**src/rtl/tpae_pkg.sv**
```systemverilog
// Shared constants, register codes and controller/datapath interface types
// for the tensor permute address engine. No dependencies.
package tpae_pkg;

  localparam int MAX_RANK       = 4;
  localparam int EXTENT_BITS    = 16;
  localparam int DATA_BITS      = 64;
  localparam int INDEX_BITS     = 64;
  localparam int RANK_BITS      = 3;
  localparam int AXIS_BITS      = 2;
  localparam int PERM_BITS      = 8;
  localparam int CFG_INDEX_BITS = 3;
  localparam int CFG_DATA_BITS  = 16;
  localparam int STRIDE_BITS    = EXTENT_BITS * (MAX_RANK - 1);
  localparam int MUL_BITS       = INDEX_BITS + EXTENT_BITS;

  typedef logic [EXTENT_BITS-1:0] ext_t;
  typedef logic [INDEX_BITS-1:0]  idx_t;
  typedef logic [STRIDE_BITS-1:0] ostride_t;
  typedef logic [AXIS_BITS-1:0]   axis_t;

  localparam logic [CFG_INDEX_BITS-1:0] REG_RANK     = 3'd0;
  localparam logic [CFG_INDEX_BITS-1:0] REG_EXTENT_0 = 3'd1;
  localparam logic [CFG_INDEX_BITS-1:0] REG_EXTENT_1 = 3'd2;
  localparam logic [CFG_INDEX_BITS-1:0] REG_EXTENT_2 = 3'd3;
  localparam logic [CFG_INDEX_BITS-1:0] REG_EXTENT_3 = 3'd4;
  localparam logic [CFG_INDEX_BITS-1:0] REG_PERM     = 3'd5;

  localparam logic [RANK_BITS-1:0] RANK_RESET = 3'd4;
  localparam logic [PERM_BITS-1:0] PERM_RESET = 8'd228;

  typedef struct packed {
    logic  init;
    logic  os_step;
    logic  ds_step;
    logic  wrap_step;
    logic  delta_step;
    logic  run;
    axis_t axis;
  } cmd_t;

  typedef struct packed {
    logic restart;
  } sts_t;

endpackage

```
**src/rtl/tpae_ctrl.sv**
```systemverilog
// Setup sequencer for the permute engine: walks stride, destination stride
// and step-delta phases after reset or any register write. Uses tpae_pkg.
module tpae_ctrl (
  input  logic          clk_i,
  input  logic          rst_ni,
  input  tpae_pkg::sts_t sts_i,
  output tpae_pkg::cmd_t cmd_o
);

  typedef enum logic [2:0] {
    ST_INIT,
    ST_OS,
    ST_DS,
    ST_WRAP,
    ST_DELTA,
    ST_RUN
  } state_e;

  state_e              state_q;
  tpae_pkg::axis_t     axis_q;

  always_ff @(posedge clk_i or negedge rst_ni) begin
    if (!rst_ni) begin
      state_q <= ST_INIT;
      axis_q  <= '0;
    end else if (sts_i.restart) begin
      state_q <= ST_INIT;
      axis_q  <= '0;
    end else begin
      unique case (state_q)
        ST_INIT: begin
          state_q <= ST_OS;
          axis_q  <= tpae_pkg::AXIS_BITS'(tpae_pkg::MAX_RANK - 2);
        end
        ST_OS: begin
          if (axis_q == '0) begin
            state_q <= ST_DS;
          end else begin
            axis_q <= axis_q - 1'b1;
          end
        end
        ST_DS: begin
          if (axis_q == tpae_pkg::AXIS_BITS'(tpae_pkg::MAX_RANK - 1)) begin
            state_q <= ST_WRAP;
          end else begin
            axis_q <= axis_q + 1'b1;
          end
        end
        ST_WRAP: begin
          state_q <= ST_DELTA;
        end
        ST_DELTA: begin
          if (axis_q == '0) begin
            state_q <= ST_RUN;
          end else begin
            state_q <= ST_WRAP;
            axis_q  <= axis_q - 1'b1;
          end
        end
        ST_RUN: begin
          state_q <= ST_RUN;
        end
        default: begin
          state_q <= ST_INIT;
        end
      endcase
    end
  end

  always_comb begin
    cmd_o            = '0;
    cmd_o.axis       = axis_q;
    cmd_o.init       = (state_q == ST_INIT);
    cmd_o.os_step    = (state_q == ST_OS);
    cmd_o.ds_step    = (state_q == ST_DS);
    cmd_o.wrap_step  = (state_q == ST_WRAP);
    cmd_o.delta_step = (state_q == ST_DELTA);
    cmd_o.run        = (state_q == ST_RUN);
  end

endmodule

```
**src/rtl/tpae_dp.sv**
```systemverilog
// Datapath of the permute engine: config registers, stride setup with one
// shared multiplier, coordinate counter, index adder, output register.
// Uses tpae_pkg; driven by tpae_ctrl commands.
module tpae_dp (
  input  logic                                  clk_i,
  input  logic                                  rst_ni,
  input  tpae_pkg::cmd_t                        cmd_i,
  output tpae_pkg::sts_t                        sts_o,
  input  logic                                  cfg_valid_i,
  output logic                                  cfg_ready_o,
  input  logic [tpae_pkg::CFG_INDEX_BITS-1:0]   cfg_index_i,
  input  logic [tpae_pkg::CFG_DATA_BITS-1:0]    cfg_data_i,
  input  logic                                  in_valid_i,
  output logic                                  in_ready_o,
  input  logic [tpae_pkg::DATA_BITS-1:0]        value_i,
  output logic                                  out_valid_o,
  input  logic                                  out_ready_i,
  output logic [tpae_pkg::INDEX_BITS-1:0]       dest_index_o,
  output logic [tpae_pkg::DATA_BITS-1:0]        out_value_o,
  output logic                                  last_o
);

  localparam int NR = tpae_pkg::MAX_RANK;

  logic [tpae_pkg::RANK_BITS-1:0] rank_q;
  tpae_pkg::ext_t                 ext_q [NR];
  logic [tpae_pkg::PERM_BITS-1:0] perm_q;

  tpae_pkg::ostride_t os_q    [NR];
  tpae_pkg::idx_t     ds_q    [NR];
  tpae_pkg::idx_t     delta_q [NR];
  tpae_pkg::idx_t     wrap_q;
  tpae_pkg::idx_t     acc_q;

  tpae_pkg::ext_t     coord_q [NR];
  tpae_pkg::ext_t     coord_d [NR];
  tpae_pkg::idx_t     run_idx_q;
  tpae_pkg::idx_t     run_idx_d;

  logic                             out_valid_q;
  tpae_pkg::idx_t                   dest_index_q;
  logic [tpae_pkg::DATA_BITS-1:0]   out_value_q;
  logic                             last_q;

  logic [tpae_pkg::RANK_BITS-1:0] rank_used;
  tpae_pkg::ext_t                 ext_eff [NR];
  tpae_pkg::ext_t                 out_ext [NR];
  logic [NR-1:0]                  full;
  tpae_pkg::axis_t                sel;
  logic                           carry;

  tpae_pkg::axis_t                axis_nx;
  tpae_pkg::axis_t                perm_k;
  tpae_pkg::idx_t                 mul_a;
  tpae_pkg::ext_t                 mul_b;
  logic [tpae_pkg::MUL_BITS-1:0]  mul_full;
  tpae_pkg::idx_t                 mul_res;

  logic cfg_we;
  logic in_fire;

  assign cfg_ready_o   = 1'b1;
  assign cfg_we        = cfg_valid_i & cfg_ready_o;
  assign sts_o.restart = cfg_we;

  assign in_ready_o  = cmd_i.run & (~out_valid_q | out_ready_i);
  assign in_fire     = in_valid_i & in_ready_o;

  assign out_valid_o  = out_valid_q;
  assign dest_index_o = dest_index_q;
  assign out_value_o  = out_value_q;
  assign last_o       = last_q;

  // Effective extents: zero and out-of-rank axes count as one.
  assign rank_used = (rank_q > tpae_pkg::RANK_BITS'(NR)) ? tpae_pkg::RANK_BITS'(NR) : rank_q;

  always_comb begin
    for (int a = 0; a < NR; a++) begin
      ext_eff[a] = ((tpae_pkg::RANK_BITS'(a) < rank_used) && (ext_q[a] != '0)) ?
                   ext_q[a] : tpae_pkg::EXTENT_BITS'(1);
    end
    for (int k = 0; k < NR; k++) begin
      out_ext[k] = (tpae_pkg::RANK_BITS'(k) < rank_used) ?
                   ext_eff[perm_q[2*k +: tpae_pkg::AXIS_BITS]] : tpae_pkg::EXTENT_BITS'(1);
    end
  end

  // Shared multiplier: output strides, then per-axis wrap amounts.
  assign axis_nx = tpae_pkg::AXIS_BITS'(cmd_i.axis + 1'b1);
  assign perm_k  = perm_q[{cmd_i.axis, 1'b0} +: tpae_pkg::AXIS_BITS];

  always_comb begin
    if (cmd_i.os_step) begin
      mul_a = tpae_pkg::INDEX_BITS'(os_q[axis_nx]);
      mul_b = out_ext[axis_nx];
    end else begin
      mul_a = ds_q[cmd_i.axis];
      mul_b = ext_eff[cmd_i.axis] - 1'b1;
    end
  end

  assign mul_full = tpae_pkg::MUL_BITS'(mul_a) * tpae_pkg::MUL_BITS'(mul_b);
  assign mul_res  = mul_full[tpae_pkg::INDEX_BITS-1:0];

  // Innermost axis that does not wrap; all inner ones wrap to zero.
  always_comb begin
    sel   = '0;
    carry = 1'b1;
    for (int a = 0; a < NR; a++) begin
      full[a] = ({1'b0, coord_q[a]} + 1'b1) >= {1'b0, ext_eff[a]};
      if (!full[a]) begin
        sel   = tpae_pkg::AXIS_BITS'(a);
        carry = 1'b0;
      end
    end
    for (int a = 0; a < NR; a++) begin
      if (carry || (tpae_pkg::AXIS_BITS'(a) > sel)) begin
        coord_d[a] = '0;
      end else if (tpae_pkg::AXIS_BITS'(a) == sel) begin
        coord_d[a] = coord_q[a] + 1'b1;
      end else begin
        coord_d[a] = coord_q[a];
      end
    end
    run_idx_d = carry ? '0 : run_idx_q + delta_q[sel];
  end

  always_ff @(posedge clk_i or negedge rst_ni) begin
    if (!rst_ni) begin
      rank_q <= tpae_pkg::RANK_RESET;
      perm_q <= tpae_pkg::PERM_RESET;
      for (int a = 0; a < NR; a++) begin
        ext_q[a] <= tpae_pkg::EXTENT_BITS'(1);
      end
    end else if (cfg_we) begin
      unique case (cfg_index_i)
        tpae_pkg::REG_RANK:     rank_q   <= cfg_data_i[tpae_pkg::RANK_BITS-1:0];
        tpae_pkg::REG_EXTENT_0: ext_q[0] <= cfg_data_i;
        tpae_pkg::REG_EXTENT_1: ext_q[1] <= cfg_data_i;
        tpae_pkg::REG_EXTENT_2: ext_q[2] <= cfg_data_i;
        tpae_pkg::REG_EXTENT_3: ext_q[3] <= cfg_data_i;
        tpae_pkg::REG_PERM:     perm_q   <= cfg_data_i[tpae_pkg::PERM_BITS-1:0];
        default: begin
        end
      endcase
    end
  end

  // Stride setup registers.
  always_ff @(posedge clk_i) begin
    if (cmd_i.init) begin
      os_q[NR-1] <= tpae_pkg::STRIDE_BITS'(1);
      acc_q      <= '0;
      for (int a = 0; a < NR; a++) begin
        ds_q[a] <= '0;
      end
    end
    if (cmd_i.os_step) begin
      os_q[cmd_i.axis] <= mul_res[tpae_pkg::STRIDE_BITS-1:0];
    end
    if (cmd_i.ds_step && ({1'b0, cmd_i.axis} < rank_used) && ({1'b0, perm_k} < rank_used)) begin
      ds_q[perm_k] <= ds_q[perm_k] + tpae_pkg::INDEX_BITS'(os_q[cmd_i.axis]);
    end
    if (cmd_i.wrap_step) begin
      wrap_q <= mul_res;
    end
    if (cmd_i.delta_step) begin
      delta_q[cmd_i.axis] <= ds_q[cmd_i.axis] - acc_q;
      acc_q               <= acc_q + wrap_q;
    end
  end

  always_ff @(posedge clk_i or negedge rst_ni) begin
    if (!rst_ni) begin
      run_idx_q <= '0;
      for (int a = 0; a < NR; a++) begin
        coord_q[a] <= '0;
      end
    end else if (cmd_i.init) begin
      run_idx_q <= '0;
      for (int a = 0; a < NR; a++) begin
        coord_q[a] <= '0;
      end
    end else if (in_fire) begin
      run_idx_q <= run_idx_d;
      for (int a = 0; a < NR; a++) begin
        coord_q[a] <= coord_d[a];
      end
    end
  end

  always_ff @(posedge clk_i or negedge rst_ni) begin
    if (!rst_ni) begin
      out_valid_q <= 1'b0;
    end else if (in_fire) begin
      out_valid_q <= 1'b1;
    end else if (out_ready_i) begin
      out_valid_q <= 1'b0;
    end
  end

  always_ff @(posedge clk_i) begin
    if (in_fire) begin
      dest_index_q <= run_idx_q;
      out_value_q  <= value_i;
      last_q       <= carry;
    end
  end

endmodule

```
**src/rtl/tensor_permute_address_engine.sv**
```systemverilog
// Top level of the 4-D tensor permute address engine.
// Instantiates tpae_ctrl and tpae_dp; uses tpae_pkg.
//
//   channel | direction | handshake             | payload
//   --------+-----------+-----------------------+-----------------------------
//   cfg     | in        | cfg_valid/cfg_ready   | cfg_index, cfg_data
//   in      | in        | in_valid/in_ready     | value
//   out     | out       | out_valid/out_ready   | dest_index, out_value, last
//
// After reset or any cfg beat, a setup sequence computes the strides
// (one shared multiplier, one axis at a time); in_ready is low then.
// Afterwards one beat per cycle while out is not stalled: each step is one
// 64-bit add of a precomputed per-axis delta to the running index.
// A stalled out channel holds the output register and drops in_ready.
module tensor_permute_address_engine (
  input  logic                                clk_i,
  input  logic                                rst_ni,
  input  logic                                cfg_valid_i,
  output logic                                cfg_ready_o,
  input  logic [tpae_pkg::CFG_INDEX_BITS-1:0] cfg_index_i,
  input  logic [tpae_pkg::CFG_DATA_BITS-1:0]  cfg_data_i,
  input  logic                                in_valid_i,
  output logic                                in_ready_o,
  input  logic [tpae_pkg::DATA_BITS-1:0]      value_i,
  output logic                                out_valid_o,
  input  logic                                out_ready_i,
  output logic [tpae_pkg::INDEX_BITS-1:0]     dest_index_o,
  output logic [tpae_pkg::DATA_BITS-1:0]      out_value_o,
  output logic                                last_o
);

  tpae_pkg::cmd_t cmd;
  tpae_pkg::sts_t sts;

  tpae_ctrl u_ctrl (
    .clk_i  (clk_i),
    .rst_ni (rst_ni),
    .sts_i  (sts),
    .cmd_o  (cmd)
  );

  tpae_dp u_dp (
    .clk_i        (clk_i),
    .rst_ni       (rst_ni),
    .cmd_i        (cmd),
    .sts_o        (sts),
    .cfg_valid_i  (cfg_valid_i),
    .cfg_ready_o  (cfg_ready_o),
    .cfg_index_i  (cfg_index_i),
    .cfg_data_i   (cfg_data_i),
    .in_valid_i   (in_valid_i),
    .in_ready_o   (in_ready_o),
    .value_i      (value_i),
    .out_valid_o  (out_valid_o),
    .out_ready_i  (out_ready_i),
    .dest_index_o (dest_index_o),
    .out_value_o  (out_value_o),
    .last_o       (last_o)
  );

endmodule

```
**config.mk**
```make
export PLATFORM = sky130hd
export DESIGN_NAME = tensor_permute_address_engine
export DESIGN_NICKNAME = d
export VERILOG_FILES = /design/src/rtl/tpae_pkg.sv /design/src/rtl/tpae_ctrl.sv /design/src/rtl/tpae_dp.sv /design/src/rtl/tensor_permute_address_engine.sv
export SDC_FILE = /design/constraint.sdc
export NUM_CORES = 2
export LEC_CHECK = 0
export BUFFER_PORTS_ARGS = -buffer_cell sky130_fd_sc_hd__buf_4
export CAP_MARGIN = 20
export CORE_AREA = 2 2 485 487
export DETAILED_ROUTE_END_ITERATION = 10
export DIE_AREA = 0 0 487 489
export PLACE_DENSITY = 0.67
export RECOVER_POWER = 25
export SYNTH_ARGS = -nofsm -noshare
export SYNTH_HDL_FRONTEND = slang
export SYNTH_SLANG_ARGS = --single-unit
```
**constraint.sdc**
```tcl
create_clock -name clk_i -period 26.5 [get_ports clk_i]
set_input_delay 2.65 -clock clk_i [delete_from_list [all_inputs] [get_ports clk_i]]
set_output_delay 2.65 -clock clk_i [all_outputs]
set_load 0.01 [all_outputs]
```
==> key figures <==
Die
  – Die Ht: 489 um
  – Initial core utilization: 39.6%
  – Die Span X: between 400 and 500 um
  – I/O pin total: 220
  – Die area: 238,000 sq um
  – Core Area: 234,000 sq um
  – Rows: approximately 180

Place
  – Placed instance count: about 11,000
  – Port bufs: 218
  – Placer Congestion: about 0.96
  – Post-DP HPWL: 210 mm
  – Pre-CTS setup slack: 14.42 ns

Timing
  – RSZ-0062 raised after global routing: false
  – Final setup viols: 0
  – Final slew viol count: 718
  – Period minus WS final: 13.85 ns
  – Final worst slack: approximately 13 ns
  – Clock Skew: 0.0945 ns
  – Final TNS setup: 0 ns
  – Final Hold Fails: 0
  – Actual slew at the worst max-slew pin: about 3.8 ns
  – Rel. slew slack: -154%
  – FMAX: between 0.07 and 0.08 GHz
  – Tcrit/Tclk final: 52.3%

Critical path
  – R2R Setup Slk: 12.65 ns
  – Setup CP Type: flop to flop
  – Crit path max-delay cell type: dfrtp_1
  – CP Data Arrival Time: between 10 and 15 ns
  – Critical Path Max Stage Delay: 1.98 ns
  – Worst reg2reg path depth: 33
  – Required time worst endpoint: 27.00 ns
  – Worst r2r src: u_ctrl.axis_q[1]$_DFFE_PN0P_
  – Setup crit start kind: flop
  – Largest fanout on the critical path: 58
  – Worst r2r dst: u_dp.wrap_q[57]$_DFFE_PN_
  – Setup crit end kind: flop

Worst hold path
  – Hold/Removal Path Class: flop to flop
  – Hold Path Stages: 0
  – Hold Path Sink: u_dp.dest_index_o[4]$_DFFE_PP_
  – Min-delay src: u_dp.run_idx_q[4]$_DFFE_PN0P_

Clocking
  – CTS buffer count: 121
  – Setup Fix Bufs, Post-CTS: 0
  – Htree depth: 3
  – Clock transition at the registers of the reported paths: 0.07 ns
  – Root buffer cell: clkbuf_16
  – Hold_buf cts: 0
  – Worst-Skew Late Latency: slightly above 0.8 ns
  – Max clock buf depth: 3
  – TritonCTS sink count: 1,170
  – Cells resized by post-CTS repair: 0
  – CTS tree: yes

Detailed routing
  – Routed WL per cell: approximately 24 um
  – # DRC: 0
  – Total number of vias: 67,200
  – Final ANT Viol Nets: 0
  – Via/cell ratio: 5.74
  – Total Routed Length: 278 mm
  – DR pass1 iterations: 6
  – Iter 0 DRT Violations: 6,375

Final layout
  – Most common cell after layout, fill and taps aside: nand2_1
  – Fill cell count: 21,600
  – Register Area: 34,100 sq um
  – Most frequent cells in the layout: 1,051 x nand2_1, 972 x inv_1, 961 x edfxtp_1
  – Area delta synth->final: 9.70%
  – Nets: 9,792
  – Layout cells sized above 1: 12.1%
  – Finished Layout Cells: 11,700
  – Area occupied by multi-input gates: 53,300 sq um

Synth
  – Async S/R FF share, synth: 17.9%
  – Unique masters post-synth: between 100 and 150
  – Synth Register Bits: 1,170
  – Syn_nets: slightly below 10,000
  – Register area share after synthesis: 36.8%
  – Synth Instances: 8,530
  – Syn avg cell area: roughly 11 sq um
  – Number of enable flip-flop cells after synthesis: 961
  – Top FF cell, synth: edfxtp_1
  – Cell Area, Synth: 92,600 sq um
  – Yosys Warn Count: 0

Flow run
  – Max-cap violations: 17

Global route
  – Initial antenna violation count: 12
  – Pin count of the biggest net entering global routing: 85
  – Global-route wire length before repair: around 420 mm
  – GRT overflow: 0
  – Overall Global Routing Usage: a little under a quarter
  – Vias in the first global route: just under 70,000

Status
  – Status: finished with violations
  – Failing checks: max-capacitance violations, max-slew violations
==> critical path: cells and delay by family (launching register included) <==
kind | cells | cell delay (ns)
flops | 1 | 1.98
simple gates | 6 | 1.90
xor+xnor | 1 | 0.11
fa+ha+maj | 8 | 4.91
compound gates | 9 | 2.42
buf+inv | 8 | 1.74
mux | 1 | 0.34
==> final cells by class <==
class | count | share of cell area (%)
clock inverter | 85 | 1.01
antenna | 5 | 0.0123
inverter | 975 | 3.61
timing repair buffer | 326 | 2.37
multi-input combinational | 5945 | 52.5
clock buffer | 146 | 3.21
sequential | 1170 | 33.6
tap | 3060 | 3.77
==> through the flow <==
step / utilization, % / hold WS (ns) / instance area [sq um]
after floorplan: - / 0.442 / 92600
after global routing: 43.5 / 0.509 / 102000
final: 43.5 / 0.494 / 102000
after detailed placement: 41.7 / 0.480 / 97300
after CTS: 43.5 / 0.494 / 102000
after global placement: 41.6 / 0.474 / 97300
==> synthesized netlist by cell type (200+ instances only) <==
master,n,area share (%)
a21o_1,243,2.0
inv_1,973,3.9
fa_1,756,16
o21ai_0,215,1.2
edfxtp_1,961,31
xnor2_1,231,2.2
clkbuf_1,309,1.3
mux4_2,292,7.1
nor2_1,637,2.6
a21oi_1,392,2.1
nand2_1,1059,4.3
ha_1,409,5.5
dfrtp_1,200,5.4
==> metal layers <==
| metal | part of all wire (%) | vias to the layer above | global-route usage [%] |
|---|---|---|---|
| met1 | 41 | 34300 | 30.8 |
| met5 | 0.0025 | - | 0 |
| met3 | 9.5 | 522 | 5.26 |
| met2 | 46 | 3006 | 37.4 |
| li1 | - | 29400 | - |
| met4 | 3.6 | 2 | 7.84 |
==> sequential cells by signal, indices dropped and copies added, names as in the netlist <==
register	flops
u_ctrl.axis_q	2
u_ctrl.state_q	3
u_dp.acc_q	64
u_dp.coord_q	64
u_dp.delta_q	256
u_dp.dest_index_o	64
u_dp.ds_q	256
u_dp.ext_q	64
u_dp.last_o	1
u_dp.os_q	192
u_dp.out_valid_o	1
u_dp.out_value_o	64
u_dp.perm_q	8
u_dp.rank_q	3
u_dp.run_idx_q	64
u_dp.wrap_q	64
==> cells by family (layout without fill, tap and decap cells) <==
family | Yosys count | after routing | synth area share, %
AO/OA/AOI/OAI | 1356 | 1356 | 9.67
buffers and inverters | 1415 | 1532 | 5.91
AND/OR/NAND/NOR | 2519 | 2519 | 12.3
XOR/XNOR | 381 | 381 | 3.64
multiplexers | 522 | 522 | 9.78
other | 1 | 6 | 0.00405
flip-flops | 1170 | 1170 | 36.8
adder cells (fa/ha/maj) | 1166 | 1166 | 21.9
==> how the worst max path moves through the flow <==
| stage | startpoint | endpoint | slack, ns | cells past startpoint |
|---|---|---|---|---|
| after floorplan | u_ctrl.axis_q[0]$_DFFE_PN0P_ | u_dp.wrap_q[57]$_DFFE_PN_ | 15.92 | 46 |
| after global placement | u_dp.rank_q[2]$_DFFE_PN1P_ | u_dp.wrap_q[57]$_DFFE_PN_ | 14.47 | 40 |
| after detailed placement | u_dp.rank_q[2]$_DFFE_PN1P_ | u_dp.wrap_q[57]$_DFFE_PN_ | 14.42 | 37 |
| after CTS | u_dp.rank_q[2]$_DFFE_PN1P_ | u_dp.wrap_q[57]$_DFFE_PN_ | 14.31 | 37 |
| after global routing | u_ctrl.axis_q[1]$_DFFE_PN0P_ | u_dp.wrap_q[57]$_DFFE_PN_ | 12.18 | 33 |
| final | u_ctrl.axis_q[1]$_DFFE_PN0P_ | u_dp.wrap_q[57]$_DFFE_PN_ | 12.65 | 33 |
Power is not shown: default switching activity piles up to over one toggle a cycle in this logic, so the estimate is an artifact.
